<file path="src/design/rs_erasure_codec_assert.svh">
// Assertion macros used by the top-level codec module.
// Both expect i_clk and i_rst_n in the scope where they are used.
`ifndef RS_ERASURE_CODEC_ASSERT_SVH
`define RS_ERASURE_CODEC_ASSERT_SVH

// The consequent must hold in the same cycle as the antecedent.
`define RSEC_ASSERT_NOW(label, ante, cons) \
    label: assert property (@(posedge i_clk) disable iff (!i_rst_n) (ante) |-> (cons)) \
        else $error("rs_erasure_codec: assertion failed");

// The consequent must hold in the cycle after the antecedent.
`define RSEC_ASSERT_NEXT(label, ante, cons) \
    label: assert property (@(posedge i_clk) disable iff (!i_rst_n) (ante) |=> (cons)) \
        else $error("rs_erasure_codec: assertion failed");

`endif

</file>
<file path="src/design/rsec_pkg.sv">
package rsec_pkg;

    localparam int DATA_SHARES  = 3;
    localparam int TOTAL_SHARES = 5;

    localparam logic [7:0] POLY_LOW = 8'h1D;
    localparam logic [7:0] GF_ONE   = 8'h01;

    // Configuration register indexes.
    localparam logic [0:0] CFG_MODE = 1'b0;
    localparam logic [0:0] CFG_MASK = 1'b1;

    typedef logic [7:0]                    t_byte;
    typedef logic [TOTAL_SHARES-1:0][7:0]  t_row;
    typedef logic [TOTAL_SHARES-1:0]       t_mask;

    typedef struct packed {
        logic [7:0] share_in_0;
        logic [7:0] share_in_1;
        logic [7:0] share_in_2;
        logic [7:0] share_in_3;
        logic [7:0] share_in_4;
        logic       end_of_block;
    } t_in;

    typedef struct packed {
        logic [7:0] share_out_0;
        logic [7:0] share_out_1;
        logic [7:0] share_out_2;
        logic [7:0] share_out_3;
        logic [7:0] share_out_4;
        logic       status;
        logic       end_of_block_out;
    } t_out;

    // Per-configuration mixing matrix: output i = sum over k of coef[i][k] * share k.
    typedef struct packed {
        logic                         mode;
        logic                         err;
        logic [TOTAL_SHARES-1:0] [TOTAL_SHARES-1:0][7:0] coef;
    } t_cfg;

    // Control that travels with a column into the output stage.
    typedef struct packed {
        logic valid;
        logic err;
        logic eob;
    } t_stage;

    function automatic t_byte gf_mul(input t_byte a, input t_byte b);
        t_byte acc;
        t_byte x;
        acc = '0;
        x   = a;
        for (int k = 0; k < 8; k++) begin
            if (b[k]) begin
                acc = acc ^ x;
            end
            x = {x[6:0], 1'b0} ^ (x[7] ? POLY_LOW : 8'h00);
        end
        return acc;
    endfunction

    function automatic t_row row5(input t_byte k0, input t_byte k1, input t_byte k2,
                                  input t_byte k3, input t_byte k4);
        t_row r;
        r[0] = k0;
        r[1] = k1;
        r[2] = k2;
        r[3] = k3;
        r[4] = k4;
        return r;
    endfunction

    // The inverse of each surviving generator submatrix is folded into these rows,
    // so every erased share is a fixed linear combination of the first three survivors.
    function automatic t_cfg make_cfg(input logic mode, input t_mask mask);
        t_cfg       c;
        logic [2:0] cnt;
        cnt    = {2'b00, mask[0]} + {2'b00, mask[1]} + {2'b00, mask[2]}
               + {2'b00, mask[3]} + {2'b00, mask[4]};
        c.mode = mode;
        c.err  = mode && (cnt > 3'd2);
        for (int i = 0; i < TOTAL_SHARES; i++) begin
            for (int k = 0; k < TOTAL_SHARES; k++) begin
                c.coef[i][k] = (i == k) ? GF_ONE : 8'h00;
            end
        end
        if (!mode) begin
            c.coef[3] = row5(8'h01, 8'h01, 8'h01, 8'h00, 8'h00);
            c.coef[4] = row5(8'h01, 8'h02, 8'h04, 8'h00, 8'h00);
        end else begin
            case (mask)
                5'b00001: c.coef[0] = row5(8'h00, 8'h01, 8'h01, 8'h01, 8'h00);
                5'b00010: c.coef[1] = row5(8'h01, 8'h00, 8'h01, 8'h01, 8'h00);
                5'b00100: c.coef[2] = row5(8'h01, 8'h01, 8'h00, 8'h01, 8'h00);
                5'b01000: c.coef[3] = row5(8'h01, 8'h01, 8'h01, 8'h00, 8'h00);
                5'b10000: c.coef[4] = row5(8'h01, 8'h02, 8'h04, 8'h00, 8'h00);
                5'b00011: begin
                    c.coef[0] = row5(8'h00, 8'h00, 8'h02, 8'hF5, 8'hF4);
                    c.coef[1] = row5(8'h00, 8'h00, 8'h03, 8'hF4, 8'hF4);
                end
                5'b00101: begin
                    c.coef[0] = row5(8'h00, 8'hF5, 8'h00, 8'hA6, 8'hA7);
                    c.coef[2] = row5(8'h00, 8'hF4, 8'h00, 8'hA7, 8'hA7);
                end
                5'b01001: begin
                    c.coef[0] = row5(8'h00, 8'h02, 8'h04, 8'h00, 8'h01);
                    c.coef[3] = row5(8'h00, 8'h03, 8'h05, 8'h00, 8'h01);
                end
                5'b10001: begin
                    c.coef[0] = row5(8'h00, 8'h01, 8'h01, 8'h01, 8'h00);
                    c.coef[4] = row5(8'h00, 8'h03, 8'h05, 8'h01, 8'h00);
                end
                5'b00110: begin
                    c.coef[1] = row5(8'h8F, 8'h00, 8'h00, 8'hF5, 8'h7A);
                    c.coef[2] = row5(8'h8E, 8'h00, 8'h00, 8'hF4, 8'h7A);
                end
                5'b01010: begin
                    c.coef[1] = row5(8'h8E, 8'h00, 8'h02, 8'h00, 8'h8E);
                    c.coef[3] = row5(8'h8F, 8'h00, 8'h03, 8'h00, 8'h8E);
                end
                5'b10010: begin
                    c.coef[1] = row5(8'h01, 8'h00, 8'h01, 8'h01, 8'h00);
                    c.coef[4] = row5(8'h03, 8'h00, 8'h06, 8'h02, 8'h00);
                end
                5'b01100: begin
                    c.coef[2] = row5(8'h47, 8'h8E, 8'h00, 8'h00, 8'h47);
                    c.coef[3] = row5(8'h46, 8'h8F, 8'h00, 8'h00, 8'h47);
                end
                5'b10100: begin
                    c.coef[2] = row5(8'h01, 8'h01, 8'h00, 8'h01, 8'h00);
                    c.coef[4] = row5(8'h05, 8'h06, 8'h00, 8'h04, 8'h00);
                end
                5'b11000: begin
                    c.coef[3] = row5(8'h01, 8'h01, 8'h01, 8'h00, 8'h00);
                    c.coef[4] = row5(8'h01, 8'h02, 8'h04, 8'h00, 8'h00);
                end
                // Nothing erased or too many erased: every share passes through.
                default: c.err = c.err;
            endcase
        end
        return c;
    endfunction

endpackage

</file>
<file path="src/design/rsec_lane.sv">
module rsec_lane
    import rsec_pkg::*;
(
    input  t_row  i_coef,
    input  t_row  i_share,
    output t_byte o_byte
);

    t_row w_prod;

    always_comb begin
        for (int k = 0; k < TOTAL_SHARES; k++) begin
            w_prod[k] = gf_mul(i_coef[k], i_share[k]);
        end
    end

    assign o_byte = w_prod[0] ^ w_prod[1] ^ w_prod[2] ^ w_prod[3] ^ w_prod[4];

endmodule

</file>
<file path="src/design/rsec_cfg.sv">
module rsec_cfg
    import rsec_pkg::*;
(
    input  logic       i_clk,
    input  logic       i_rst_n,
    input  logic       i_cfg_we,
    input  logic [0:0] i_cfg_idx,
    input  logic [4:0] i_cfg_data,
    output t_cfg       o_cfg
);

    logic  r_mode;
    logic  n_mode;
    t_mask r_mask;
    t_mask n_mask;
    t_cfg  r_cfg;

    always_comb begin
        n_mode = r_mode;
        n_mask = r_mask;
        if (i_cfg_we) begin
            case (i_cfg_idx)
                CFG_MODE: n_mode = i_cfg_data[0];
                CFG_MASK: n_mask = i_cfg_data;
                default:  n_mode = r_mode;
            endcase
        end
    end

    // The matrix is rebuilt from the next register values, so it is ready
    // in the same cycle the new setting is.
    always_ff @(posedge i_clk) begin
        if (!i_rst_n) begin
            r_mode <= 1'b0;
            r_mask <= '0;
            r_cfg  <= make_cfg(1'b0, '0);
        end else begin
            r_mode <= n_mode;
            r_mask <= n_mask;
            r_cfg  <= make_cfg(n_mode, n_mask);
        end
    end

    assign o_cfg = r_cfg;

endmodule

</file>
<file path="src/design/rsec_merge.sv">
module rsec_merge
    import rsec_pkg::*;
(
    input  logic   i_clk,
    input  logic   i_rst_n,
    input  t_stage i_ctl,
    input  t_row   i_lane,
    input  logic   i_stall,
    output logic   o_adv,
    output logic   o_valid,
    output t_out   o_data
);

    logic r_valid;
    t_out r_data;
    t_out n_data;

    assign o_adv = !r_valid || !i_stall;

    always_comb begin
        n_data.share_out_0      = i_lane[0];
        n_data.share_out_1      = i_lane[1];
        n_data.share_out_2      = i_lane[2];
        n_data.share_out_3      = i_lane[3];
        n_data.share_out_4      = i_lane[4];
        n_data.status           = i_ctl.err;
        n_data.end_of_block_out = i_ctl.eob;
    end

    always_ff @(posedge i_clk) begin
        if (!i_rst_n) begin
            r_valid <= 1'b0;
        end else if (o_adv) begin
            r_valid <= i_ctl.valid;
        end
    end

    always_ff @(posedge i_clk) begin
        if (o_adv && i_ctl.valid) begin
            r_data <= n_data;
        end
    end

    assign o_valid = r_valid;
    assign o_data  = r_data;

endmodule

</file>
<file path="src/design/rs_erasure_codec.sv">
// RS(5,3) erasure codec over GF(2^8), one byte column per beat.
// Input channel: i_valid / o_stall carry i_data (five share bytes plus an
// end-of-block marker). Output channel: o_valid / i_stall carry o_data (five
// share bytes, status, end-of-block copy). A beat moves on an edge where valid
// is high and stall is low.
// Configuration: i_cfg_we with i_cfg_idx 0 writes the mode (0 encode, 1 recover),
// index 1 writes the erased-share mask. Write only while the block is empty; the
// new setting applies to the very next input beat.
// Pipeline: a taken column is registered in the input stage, then the output
// stage. Throughput is one column per cycle while the receiver does not stall:
// five GF(2^8) lanes, each a row of five byte-by-byte multipliers, work on a
// column in parallel, with the per-setting mixing matrix held in registers.
// Reset clears both pipeline stages and sets encode mode with no erasures.
// When the receiver stalls, the output beat holds, the input stage keeps one more
// column, and o_stall rises only once both stages are full.
module rs_erasure_codec
    import rsec_pkg::*;
(
    input  logic       i_clk,
    input  logic       i_rst_n,
    input  logic       i_cfg_we,
    input  logic [0:0] i_cfg_idx,
    input  logic [4:0] i_cfg_data,
    input  logic       i_valid,
    output logic       o_stall,
    input  t_in        i_data,
    output logic       o_valid,
    input  logic       i_stall,
    output t_out       o_data
);

    `include "rs_erasure_codec_assert.svh"

    t_cfg   w_cfg;
    logic   r_a_valid;
    t_in    r_a_data;
    logic   w_adv_a;
    logic   w_adv_o;
    t_row   w_share;
    t_row   w_lane;
    t_stage w_ctl;

    rsec_cfg u_cfg (
        .i_clk      (i_clk),
        .i_rst_n    (i_rst_n),
        .i_cfg_we   (i_cfg_we),
        .i_cfg_idx  (i_cfg_idx),
        .i_cfg_data (i_cfg_data),
        .o_cfg      (w_cfg)
    );

    assign w_adv_a = !r_a_valid || w_adv_o;
    assign o_stall = !w_adv_a;

    always_ff @(posedge i_clk) begin
        if (!i_rst_n) begin
            r_a_valid <= 1'b0;
        end else if (w_adv_a) begin
            r_a_valid <= i_valid;
        end
    end

    always_ff @(posedge i_clk) begin
        if (w_adv_a && i_valid) begin
            r_a_data <= i_data;
        end
    end

    always_comb begin
        w_share[0] = r_a_data.share_in_0;
        w_share[1] = r_a_data.share_in_1;
        w_share[2] = r_a_data.share_in_2;
        w_share[3] = r_a_data.share_in_3;
        w_share[4] = r_a_data.share_in_4;
    end

    for (genvar g = 0; g < TOTAL_SHARES; g++) begin : g_lane
        rsec_lane u_lane (
            .i_coef  (w_cfg.coef[g]),
            .i_share (w_share),
            .o_byte  (w_lane[g])
        );
    end

    always_comb begin
        w_ctl.valid = r_a_valid;
        w_ctl.err   = w_cfg.err;
        w_ctl.eob   = r_a_data.end_of_block;
    end

    rsec_merge u_merge (
        .i_clk   (i_clk),
        .i_rst_n (i_rst_n),
        .i_ctl   (w_ctl),
        .i_lane  (w_lane),
        .i_stall (i_stall),
        .o_adv   (w_adv_o),
        .o_valid (o_valid),
        .o_data  (o_data)
    );

    `RSEC_ASSERT_NOW(a_stall_only_when_full, o_stall, r_a_valid && o_valid)
    `RSEC_ASSERT_NEXT(a_eob_follows, r_a_valid && w_adv_o,
        o_data.end_of_block_out == $past(r_a_data.end_of_block))
    `RSEC_ASSERT_NEXT(a_encode_parity, r_a_valid && w_adv_o && !w_cfg.mode,
        !o_data.status &&
        (o_data.share_out_3 == (o_data.share_out_0 ^ o_data.share_out_1 ^ o_data.share_out_2)))
    `RSEC_ASSERT_NEXT(a_error_passthrough, r_a_valid && w_adv_o && w_cfg.err,
        o_data.status && (o_data.share_out_3 == $past(r_a_data.share_in_3)) &&
        (o_data.share_out_4 == $past(r_a_data.share_in_4)))

endmodule

</file>
<file path="config.mk">
export PLATFORM = sky130hd
export DESIGN_NAME = rs_erasure_codec
export DESIGN_NICKNAME = d
export VERILOG_FILES = /design/src/design/rsec_pkg.sv /design/src/design/rsec_lane.sv /design/src/design/rsec_cfg.sv /design/src/design/rsec_merge.sv /design/src/design/rs_erasure_codec.sv
export VERILOG_INCLUDE_DIRS = /design/src /design/src/design
export SDC_FILE = /design/constraint.sdc
export NUM_CORES = 1
export LEC_CHECK = 0
export ABC_AREA = 0
export ABC_CLOCK_PERIOD_IN_PS = 4450
export BUFFER_PORTS_ARGS = -buffer_cell sky130_fd_sc_hd__buf_2
export CORE_MARGIN = 8
export CORE_UTILIZATION = 55
export CTS_CLUSTER_SIZE = 12
export DETAILED_ROUTE_END_ITERATION = 7
export GPL_TIMING_DRIVEN = 0
export PLACE_DENSITY = 0.72
export SYNTH_ARGS = -nofsm -noshare
export SYNTH_HDL_FRONTEND = slang
export SYNTH_SLANG_ARGS = --single-unit
</file>
<file path="constraint.sdc">
create_clock -name i_clk -period 4.45 [get_ports i_clk]
set_clock_uncertainty 0.2 [all_clocks]
set_input_delay 0 -clock i_clk [delete_from_list [all_inputs] [get_ports i_clk]]
set_output_delay 0 -clock i_clk [all_outputs]
set_load 0.03 [all_outputs]
</file>
======== Yosys cells after proc, flatten, opt, wreduce, memory -nomap -nowiden ========
Cells that the tools add are included.
storage, ports and cells
  register bits after elaboration ......... 292
  bits of input ports ..................... 52
  output and inout bits ................... 44
  word-level logic and storage cells ...... 832
operators by class
  add/sub/neg operators ................... 4
  order comparisons ....................... 1
  equality and inequality tests ........... 15
  muxes and demuxes ....................... 384
  bitwise operators ....................... 370
  reductions and logical operators ........ 15
operator list
  cell                                                                   count
  8-bit XOR                                                              370
  8-bit two-way mux                                                      200
  5-bit two-way mux                                                      177
  40-bit case mux with 4 select lines                                    4
  33-bit case mux with 4 select lines                                    1
  5-bit == test (second input constant)                                  5
  5-bit by 4-bit == test with 1-bit output (second input constant)       4
  5-bit by 3-bit == test with 1-bit output (second input constant)       3
  5-bit by 2-bit == test with 1-bit output (second input constant)       2
  2-bit OR reduction                                                     5
  3-bit by 1-bit adder with 3-bit output                                 3
  5-bit by 1-bit == test with 1-bit output (second input constant)       1
  1-bit zero test                                                        4
  3-bit by 2-bit > comparator with 1-bit output (second input constant)  1
  1-bit logical AND                                                      3
  1-bit by 1-bit adder with 2-bit output                                 1
  1-bit logical OR                                                       2
  1-bit two-way mux                                                      2
  2-bit AND reduction                                                    1

======== Logic depth before layout (Yosys ltp) ========
Gate-level depths: netlist (run 1).
  depth after elaboration ................. 20
  depth in mapped cells ................... 10
  mapped depth without buffers ............ 10

======== Cells and area by module ========
A second synthesis (run 1) with hierarchy kept.
second synthesis, totals
  cells, all modules ...................... 4691
  area, all modules ....................... 36577.6 µm²
modules (own cells, without submodules)
  module            times used  cells each  area each (µm²)  sequential area each (µm²)
  rsec_lane         5           853         6195.9           0.0
  rsec_cfg          1           334         3016.6           980.9
  rsec_merge        1           47          1302.5           1281.2
  rs_erasure_codec  1           45          1278.7           1251.2

======== Worst setup path before layout (run 1) ========
Ideal clock, no wire load.
  path kind ............................... register -> register
  start ................................... register u_merge.r_valid (netlist: u_merge.o_valid)
  end ..................................... register u_merge.r_data (netlist bit u_merge.o_data[0]), enable pin
  library setup time ...................... 0.505 ns
  arrival time ............................ 3.511 ns
  data required time ...................... 3.745 ns
  path slack .............................. 0.233 ns
  stages on the path, launching flop included .. 2
  path buffers ............................ 0
  clock period less this slack ............ 4.217 ns
  path through ............................ dfxtp_1 -> a21boi_0
on the way
  cells in the longest elaborated chain, start to end .. 3
ends and longest elaborated chain
  item                    line              RTL
  from (decl)             rsec_merge.sv:14  logic r_valid;
  from (signal assigned)  rsec_merge.sv:34  r_valid <= i_ctl.valid;
  1-bit zero test         rsec_merge.sv:18  assign o_adv = !r_valid || !i_stall;
  1-bit logical OR        rsec_merge.sv:18
  1-bit logical AND       rsec_merge.sv:39  if (o_adv && i_ctl.valid) begin
  to (signal assigned)    rsec_merge.sv:40  r_data <= n_data;
  to (decl)               rsec_merge.sv:15  t_out r_data;
No other way between the ends.
A chain may end at the register's enable or synchronous reset.

======== Final worst setup path (run 1) ========
  start ................................... register r_a_data[6] (netlist bit)
  end ..................................... register u_merge.r_data (netlist bit u_merge.o_data[28]), data pin
on the way
  cells in the longest elaborated chain, start to end .. 6
ends and longest elaborated chain
  item                            line                    RTL
  from (decl)                     rs_erasure_codec.sv:36  t_in r_a_data;
  from (signal assigned)          rs_erasure_codec.sv:65  r_a_data <= i_data;
  8-bit two-way mux *             rsec_pkg.sv:56          if (b[k]) begin
  8-bit XOR                       rsec_pkg.sv:57          acc = acc ^ x;
  8-bit two-way mux *             rsec_pkg.sv:56
  8-bit XOR                       rsec_pkg.sv:57
  8-bit two-way mux *             rsec_pkg.sv:56
  8-bit XOR *                     rsec_lane.sv:17         assign o_byte = w_prod[0] ^ w_prod[1] ^ w_prod[2] ^ w_prod[3] ^ w_prod[4];
  net g_lane[1].u_lane.o_byte[2]  rsec_lane.sv:6          output t_byte o_byte
Mark *: on every way through the listed nets, which the timed path passes. The rest lies on a longest branch.

==> results of run 1 <==
worst max path at each step:
stage	startpoint	end	slack (ns)	depth (start not counted)
finish	r_a_data[6]	u_merge.o_data[28]	0.35	7
CTS	r_a_data[6]	u_merge.o_data[28]	0.51	7
floorplan	u_merge.o_valid	u_merge.o_data[0]	0.23	1
global route	r_a_data[6]	u_merge.o_data[31]	0.34	7
detailed placement	r_a_data[6]	u_merge.o_data[28]	0.53	7
global placement	r_a_valid	u_merge.o_data[34]	-1.79	1
final cells by class:
| cell class | instances | area, um2 |
|---|---|---|
| buffer | 166 | 678 |
| clock buffer | 18 | 439 |
| clock inverter | 14 | 158 |
| fill | 2408 | 9810 |
| inverter | 37 | 139 |
| multi-input combinational | 1531 | 10400 |
| sequential | 134 | 3510 |
| tap | 341 | 427 |
| timing repair buffer | 149 | 1040 |
worst reg2reg max path, stage by stage (launching register included):
cell and delay, ns:
sky130_fd_sc_hd__edfxtp_1 0.41, sky130_fd_sc_hd__buf_1 0.75, sky130_fd_sc_hd__clkbuf_1 0.84, sky130_fd_sc_hd__buf_1 0.74, sky130_fd_sc_hd__mux4_2 0.44, sky130_fd_sc_hd__a32o_1 0.22
sky130_fd_sc_hd__a21oi_1 0.16, sky130_fd_sc_hd__xnor2_1 0.09
layer usage:
layer | up-vias | wire length, um | track usage (%)
met1 | 6630 | 22500 | 44.6
met4 | 2 | 4090 | 22.8
li1 | 6355 | - | -
met2 | 1032 | 24600 | 53.1
met3 | 245 | 7400 | 7.80
met5 | - | 14 | 0
cell usage after synthesis (3+ instances only):
cell / n / area [um2]
sky130_fd_sc_hd__nand2_1: 399 / 1500
sky130_fd_sc_hd__o221ai_1: 3 / 26.3
sky130_fd_sc_hd__nor2_1: 85 / 319
sky130_fd_sc_hd__xnor2_1: 453 / 3970
sky130_fd_sc_hd__a211oi_1: 10 / 75.1
sky130_fd_sc_hd__a21boi_0: 3 / 22.5
sky130_fd_sc_hd__nand3_1: 29 / 145
sky130_fd_sc_hd__inv_1: 33 / 124
sky130_fd_sc_hd__and2_1: 5 / 31.3
sky130_fd_sc_hd__dfxtp_1: 51 / 1020
sky130_fd_sc_hd__a32o_1: 4 / 40.0
sky130_fd_sc_hd__clkbuf_1: 94 / 353
sky130_fd_sc_hd__nand2b_1: 25 / 156
sky130_fd_sc_hd__mux2i_1: 29 / 290
sky130_fd_sc_hd__a22oi_1: 13 / 97.6
sky130_fd_sc_hd__xor2_1: 186 / 1630
sky130_fd_sc_hd__buf_1: 37 / 139
sky130_fd_sc_hd__a21o_1: 3 / 22.5
sky130_fd_sc_hd__buf_2: 32 / 160
sky130_fd_sc_hd__ha_1: 5 / 62.6
sky130_fd_sc_hd__edfxtp_1: 83 / 2490
sky130_fd_sc_hd__a21oi_1: 69 / 345
sky130_fd_sc_hd__a221oi_1: 4 / 35.0
sky130_fd_sc_hd__or2_2: 3 / 18.8
sky130_fd_sc_hd__a32oi_1: 4 / 35.0
sky130_fd_sc_hd__nor2b_1: 20 / 125
sky130_fd_sc_hd__clkinv_1: 3 / 11.3
sky130_fd_sc_hd__a31oi_1: 5 / 31.3
sky130_fd_sc_hd__xnor3_1: 10 / 225
sky130_fd_sc_hd__o22ai_1: 25 / 156
sky130_fd_sc_hd__nor3_1: 12 / 60.1
sky130_fd_sc_hd__mux2_2: 11 / 124
sky130_fd_sc_hd__o211ai_1: 14 / 105
sky130_fd_sc_hd__o21ai_0: 57 / 285
sky130_fd_sc_hd__a2bb2oi_1: 3 / 26.3
sky130_fd_sc_hd__and3_1: 6 / 37.5
power groups by stage:
| stage | clock, W | sequential, W | combinational (W) |
|---|---|---|---|
| global route | 0.00155 | 0.00145 | 0.00142 |
| CTS | 0.00150 | 0.00144 | 0.00132 |
| detailed placement | 0 | 0.00147 | 0.00128 |
| finish | 0.00151 | 0.00144 | 0.00136 |
| floorplan | 0 | 0.00153 | 0.000859 |
| global placement | 0 | 0.00147 | 0.00126 |
what timing repair did:
item	4_1_cts	5_1_grt
buffers inserted	0	0
hold buffers	52	0
endpoints found under the hold margin	84	0
kinds of logic after synthesis:
| group | Yosys count |
|---|---|
| DFF | 134 |
| xor gates and xnor gates | 654 |
| AOI/OAI and AO/OA | 234 |
| buffers and inverters | 203 |
| and+or+nand+nor | 594 |
| adders and majority gates | 7 |
| muxes | 42 |
per-stage QoR:
step           setup WS (ns)  area [um2]  hold slack, ns  total power [W]
6_report               0.346       16800          0.0316          0.00432
5_1_grt                0.342       16800          0.0650          0.00442
4_1_cts                0.511       16800          0.0152          0.00426
3_5_place_dp           0.530       15700         -0.0219          0.00275
3_3_place_gp           -1.79       15700         -0.0237          0.00273
2_1_floorplan          0.233       14800          -0.101          0.00239
sequential cells by signal (all words and copies together) (netlist names):
| name | flops |
|---|---|
| r_a_data | 41 |
| u_cfg.o_cfg | 43 |
| u_cfg.r_mask | 5 |
| u_merge.o_data | 42 |
| r_a_valid | 1 |
| u_merge.o_valid | 1 |
| u_cfg.r_mode | 1 |
==> qor.json, run 1 <==
{
  "run_status": {
    "run_status": "complete, no violations"
  },
  "sta": {
    "final-max-slew-violation-count": 0,
    "grt_setup_unrepaired": "false",
    "tightest_slew_ns": 1.29,
    "final_min_period_over_clock_period_pct": 92.2,
    "finalSetupViolCount": 0,
    "fin_tns_setup_ns": 0,
    "maxClockFrequency_mhz": 244,
    "period_needed_ns": 4.10,
    "finalHoldViolations": 0,
    "timing.max_slew.rel_slack_pct": 14.1
  },
  "synthesis": {
    "syn_nets": 1927,
    "synth_cell_type_count": 65,
    "synth_simple_gate_area_share_pct": 16.7,
    "asyncSetResetFlopFracSynth_pct": 0,
    "ys.flop_type": "sky130_fd_sc_hd__edfxtp_1",
    "synth_top_family_by_area": "XOR/XNOR gates",
    "synthesis.instances": 1868,
    "post_synth_mux_area_share_pct": 3.11,
    "post_synth_instance_area_um2": 14800,
    "synth-edff-count": 83,
    "post_synth_xor_area_fraction_pct": 40.3,
    "seq_area_frac_synth_pct": 23.8,
    "synth_area_in_adders_pct": 0.695,
    "synthesized_area_fraction_occupied_by_ao_oa_aoi_and_oai_cells_pct": 9.87,
    "ys_ff_latch": 134,
    "syn_area_per_cell_um2": 7.90,
    "ys.warnings.count": 0
  },
  "clock_network": {
    "tritoncts_clock_tree": "yes",
    "cts_root_buffer_type": "sky130_fd_sc_hd__clkbuf_16",
    "cts.reportedPaths.clkPinSlew_ns": 0.07,
    "h_tree_levels": 4,
    "clkLatencyLatePin_ns": 0.45,
    "cts.sink_count": 134,
    "post_cts.resized_instances": 0,
    "number_of_buffers_inserted_during_clock_tree_synthesis": 17,
    "cts_max_path_buffers": 2
  },
  "floorplan": {
    "num_io_pins": 96,
    "design.core.area_um2": 26700,
    "placement_rows": 60,
    "die_height_um": 180,
    "die-area_um2": 32300,
    "floorplan.die.width_um": 180,
    "initial_core_util_pct": 55.4
  },
  "worst_hold_path": {
    "hp-start": "i_cfg_idx",
    "worstHoldPathCells": 4,
    "min-delay-path-class": "in -> reg",
    "min_delay_worst_endpoint": "u_cfg.r_mask[0]"
  },
  "drt": {
    "route.detailed.drc": 0,
    "drt_pre_antenna_iters": 6,
    "totalWireLength_um": 58600,
    "number_of_vias_in_the_routed_layout": 14264,
    "wire_per_inst_um": 24.5,
    "post_drt_via_cell_ratio": 5.97,
    "antenna_violating_nets_post_route": 0,
    "drt_first_iter_violations": 1909
  },
  "setup_path": {
    "crit_path_cell_trace": "buf_1 -> clkbuf_1 -> buf_1 -> mux4_2 -> a32o_1 -> a21oi_1 -> xnor2_1",
    "cpMostUsedCell": "sky130_fd_sc_hd__buf_1",
    "reg2reg_from": "r_a_data[6]",
    "reg2reg_slack_ns": 0.35,
    "critPathRequiredTime_ns": 4.44,
    "timing.rr.end": "u_merge.o_data[28]",
    "timing.critical_path.max_delay_family": "buffers and inverters",
    "cp_data_arrival_time_ns": 4.09,
    "r2r.worst_path.cells": 7,
    "cp-start-kind": "flop",
    "end_kind": "flop",
    "worstPathMaxFanout": 10,
    "timing.critical_path.slowest_stage_cell": "sky130_fd_sc_hd__clkbuf_1",
    "criticalPathCategory": "reg -> reg",
    "path_buf_inv": 3,
    "critical_path_s_largest_stage_delay_ns": 0.83
  },
  "power": {
    "static-leakage-power_nw": 6.07,
    "netSwitchingFraction_pct": 36.3,
    "power_density_nw_per_um2": 256,
    "p_seq_share_pct": 33.4,
    "p_clk_share_pct": 35.0,
    "comb_power_share_pct": 31.6,
    "internal_power_w": 0.00275,
    "power.net_switching_w": 0.00157,
    "vdd_ir_max_mv": 0.219
  },
  "global_routing": {
    "maximum_number_of_pins_on_one_net_before_global_route_repair": 38,
    "first_global_vias": 13402,
    "grtUsageTotal_pct": 35.1,
    "total_global_routing_overflow": 0,
    "antenna_found_initial": 1,
    "grt_first_pass_wirelength_um": 85400
  },
  "layout": {
    "final_net_count": 2095,
    "number_of_antenna_repair_diodes": 0,
    "layout_cell_share_with_drive_strength_beyond_1_pct": 9.22,
    "final_cell_count_no_fill": 2390,
    "finalCoreUtilization_pct": 63.2,
    "most-common-layout-cells": "sky130_fd_sc_hd__xnor2_1, sky130_fd_sc_hd__nand2_1, sky130_fd_sc_hd__xor2_1",
    "area.growth.synth_to_final_pct": 14.1,
    "layout_commonest_cell": "sky130_fd_sc_hd__xnor2_1"
  },
  "placement": {
    "post-dp-hpwl_um": 41400,
    "globalplace.congestion": 1.03,
    "placed_cells": 2306,
    "port-buffer-count": 95
  },
  "run": {
    "maxCapViolCount": 0
  }
}
Power figures use the tool's default switching activity.
==> run 2: changes to the inputs <==
PLACE_DENSITY = 0.71   (was 0.72)
SYNTH_HIERARCHICAL = 1   (was unset)
==> qor.json, run 2 <==
{
  "run_status": {
    "run_status": "complete, no violations"
  },
  "sta": {
    "fin_tns_setup": {"value": 0, "unit": "ns", "change": "unchanged"},
    "maxClockFrequency": {"value": 232, "unit": "MHz", "change": "-4.7%"},
    "final_min_period_over_clock_period": {"value": 96.7, "unit": "%", "change": "+4.5 points"},
    "timing.max_slew.rel_slack": {"value": 14.1, "unit": "%", "change": "about the same"},
    "finalHoldViolations": {"value": 0, "change": "unchanged"},
    "final-max-slew-violation-count": {"value": 0, "change": "unchanged"},
    "finalSetupViolCount": {"value": 0, "change": "unchanged"},
    "tightest_slew": {"value": 1.26, "unit": "ns", "change": "-0.0324 ns"},
    "grt_setup_unrepaired": "false",
    "final_critical_path_setup_slack": {"value": 0.145, "unit": "ns", "change": "-0.201 ns"},
    "period_needed": {"value": 4.30, "unit": "ns", "change": "+0.201 ns"}
  },
  "clock_network": {
    "cts_max_path_buffers": {"value": 2, "change": "unchanged"},
    "cts_root_buffer_type": "sky130_fd_sc_hd__clkbuf_16",
    "cts.sink_count": {"value": 134, "change": "unchanged"},
    "h_tree_levels": {"value": 4, "change": "unchanged"},
    "post_cts.resized_instances": {"value": 0, "change": "unchanged"},
    "number_of_buffers_inserted_during_clock_tree_synthesis": {"value": 17, "change": "unchanged"},
    "cts.reportedPaths.clkPinSlew": {"value": 0.08, "unit": "ns", "change": "about the same"},
    "tritoncts_clock_tree": "yes",
    "clkLatencyLatePin": {"value": 0.49, "unit": "ns", "change": "+0.04 ns"}
  },
  "setup_path": {
    "r2r.worst_path.cells": {"value": 9, "change": "+2"},
    "path_buf_inv": {"value": 2, "change": "-1"},
    "critPathRequiredTime": {"value": 4.49, "unit": "ns", "change": "+0.05 ns"},
    "reg2reg_from": "u_cfg/o_cfg[43]",
    "reg2reg_slack": {"value": 0.15, "unit": "ns", "change": "-0.20 ns"},
    "cpMostUsedCell": "sky130_fd_sc_hd__xnor3_1",
    "worstPathMaxFanout": {"value": 8, "change": "-2"},
    "cp_data_arrival_time": {"value": 4.35, "unit": "ns", "change": "+0.26 ns"},
    "crit_path_start": "u_cfg/o_cfg[43]",
    "end_kind": "flop",
    "timing.critical_path.max_delay_family": "XOR/XNOR gates",
    "timing.rr.end": "u_merge/o_data[30]",
    "timing.critical_path.depth": {"value": 9, "change": "+2"},
    "criticalPathCategory": "reg -> reg",
    "critical_path_s_largest_stage_delay": {"value": 0.96, "unit": "ns", "change": "+0.13 ns"},
    "cp-start-kind": "flop",
    "crit_path_cell_trace": "buf_4 -> buf_2 -> xor2_1 -> nand2_1 -> xnor2_1 -> xnor2_1 -> xnor3_1 -> xnor3_1 -> xnor3_1",
    "setup.worst_path.end": "u_merge/o_data[30]",
    "timing.critical_path.slowest_stage_cell": "sky130_fd_sc_hd__xor2_1"
  },
  "drt": {
    "met3RoutedLength": {"value": 16500, "unit": "um", "change": "+120%"},
    "met1_length": {"value": 52800, "unit": "um", "change": "+130%"},
    "drt_pre_antenna_iters": {"value": 6, "change": "unchanged"},
    "antenna_violating_nets_post_route": {"value": 0, "change": "unchanged"},
    "route.detailed.drc": {"value": 0, "change": "unchanged"},
    "number_of_vias_in_the_routed_layout": {"value": 32441, "change": "+130%"},
    "dr_wl_met2": {"value": 57700, "unit": "um", "change": "+130%"},
    "post_drt_via_cell_ratio": {"value": 5.53, "change": "-7.3%"},
    "wire_per_inst": {"value": 23.1, "unit": "um", "change": "-6.0%"},
    "top_layer": "met5",
    "totalWireLength": {"value": 135000, "unit": "um", "change": "+130%"},
    "drt_first_iter_violations": {"value": 4810, "change": "+150%"}
  },
  "power": {
    "power_density": {"value": 283, "unit": "nW/um2", "change": "+10%"},
    "static-leakage-power": {"value": 16.6, "unit": "nW", "change": "+170%"},
    "vdd_ir_max": {"value": 0.362, "unit": "mV", "change": "+65%"}
  },
  "layout": {
    "final_cell_count_no_fill": {"value": 5863, "change": "+150%"},
    "layout_cell_share_with_drive_strength_beyond_1": {"value": 11.0, "unit": "%", "change": "+1.8 points"},
    "n_fill_cell": {"value": 6022, "change": "+150%"},
    "area.growth.synth_to_final_pct": 9.11,
    "final_net_count": {"value": 5038, "change": "+140%"},
    "finalCoreUtilization": {"value": 60.7, "unit": "%", "change": "-2.5 points"},
    "layout_commonest_cell": "sky130_fd_sc_hd__nand2_1",
    "most-common-layout-cells": "sky130_fd_sc_hd__nand2_1, sky130_fd_sc_hd__xnor2_1, sky130_fd_sc_hd__xor2_1",
    "largest_register_ffs": {"value": 44, "change": "+2.3%"}
  },
  "global_routing": {
    "grt_first_pass_wirelength": {"value": 197000, "unit": "um", "change": "+130%"},
    "maximum_number_of_pins_on_one_net_before_global_route_repair": {"value": 43, "change": "+13%"},
    "total_global_routing_overflow": {"value": 0, "change": "unchanged"},
    "grtUsageTotal": {"value": 35.0, "unit": "%", "change": "-0.13 points"},
    "first_global_vias": {"value": 30220, "change": "+130%"},
    "antenna_found_initial": {"value": 5, "change": "+4"}
  },
  "placement": {
    "globalplace.congestion": {"value": 1.06, "change": "+3.3%"},
    "dpl_worst_slack": {"value": 0.174, "unit": "ns", "change": "-0.357 ns"},
    "port-buffer-count": {"value": 95, "change": "unchanged"},
    "post-dp-hpwl": {"value": 102000, "unit": "um", "change": "+150%"},
    "placed_cells": {"value": 5739, "change": "+150%"}
  },
  "synthesis": {
    "synthesis.instances": {"value": 4690, "change": "+150%"},
    "post_synth_instance_area": {"value": 36600, "unit": "um2", "change": "+150%"},
    "ys.warnings.count": {"value": 6, "change": "+6"},
    "syn_area_per_cell": {"value": 7.80, "unit": "um2", "change": "-1.3%"}
  },
  "worst_hold_path": {
    "min-delay-path-class": "in -> reg"
  },
  "floorplan": {
    "design.core.area": {"value": 65700, "unit": "um2", "change": "+150%"},
    "die-area": {"value": 75000, "unit": "um2", "change": "+130%"},
    "floorplan.die.width": {"value": 274, "unit": "um", "change": "+52%"},
    "initial_core_util": {"value": 55.6, "unit": "%", "change": "+0.24 points"},
    "placement_rows": {"value": 94, "change": "+57%"},
    "die_height": {"value": 274, "unit": "um", "change": "+52%"},
    "num_io_pins": {"value": 96, "change": "unchanged"}
  },
  "run": {
    "maxCapViolCount": {"value": 0, "change": "unchanged"}
  }
}
## run 2: power by group
group	internal [W]	switching, W	total (W)	leakage [nW]
logic	0.00393	0.00391	0.00784	15.1
registers	0.00176	0.000161	0.00193	1.21
clock network	0.000827	0.000697	0.00152	0.287
total	0.00652	0.00477	0.0113	16.6
## run 2: stage by stage
step / hold slack [ns] / instance area [um2] / total power (W)
3_3_place_gp: -0.0236 / 38500 / 0.00927
2_1_floorplan: -0.101 / 36900 / 0.00783
6_report: 0.0269 / 39900 / 0.0113
4_1_cts: 0.000189 / 39900 / 0.0110
5_1_grt: 0.0205 / 39900 / 0.0117
3_5_place_dp: -0.0219 / 38500 / 0.00933
## run 2: final cells by class
cell class	count	area [um2]	share of cell area, %
diodes	11	27.5	0.0690
plain buffers	558	3030	7.60
clock buffers	21	472	1.18
clock inverters	11	109	0.273
inverters	36	135	0.339
multi-input cells	4051	30200	75.8
flip-flops and latches	134	3510	8.80
well taps	864	1080	2.71
repair buffers	177	1300	3.25
## run 2: timing repair
item | in CTS | in global routing
endpoints found under the setup margin | 0 | 1
hold endpoints to repair | 100 | 0
buffers inserted | 0 | 3
hold buffers | 78 | 0
## run 2: worst min path at each step
| stage | startpoint | endpoint | slack, ns | cells after the start |
|---|---|---|---|---|
| after floorplan | i_data[0] | r_a_data[0] | -0.10 | 0 |
| after global placement | i_data[13] | r_a_data[13] | -0.02 | 1 |
| after detailed placement | i_data[11] | r_a_data[11] | -0.02 | 1 |
| after CTS | i_data[2] | r_a_data[2] | 0.0002 | 2 |
| after global routing | i_data[3] | r_a_data[3] | 0.02 | 2 |
| final | i_data[3] | r_a_data[3] | 0.03 | 2 |
## run 2: layer usage
layer	track usage (%)	vias to the layer above
met5	0	-
met4	19.2	2
met3	7.57	454
met2	52.6	2125
met1	46.4	15140
li1	-	14720
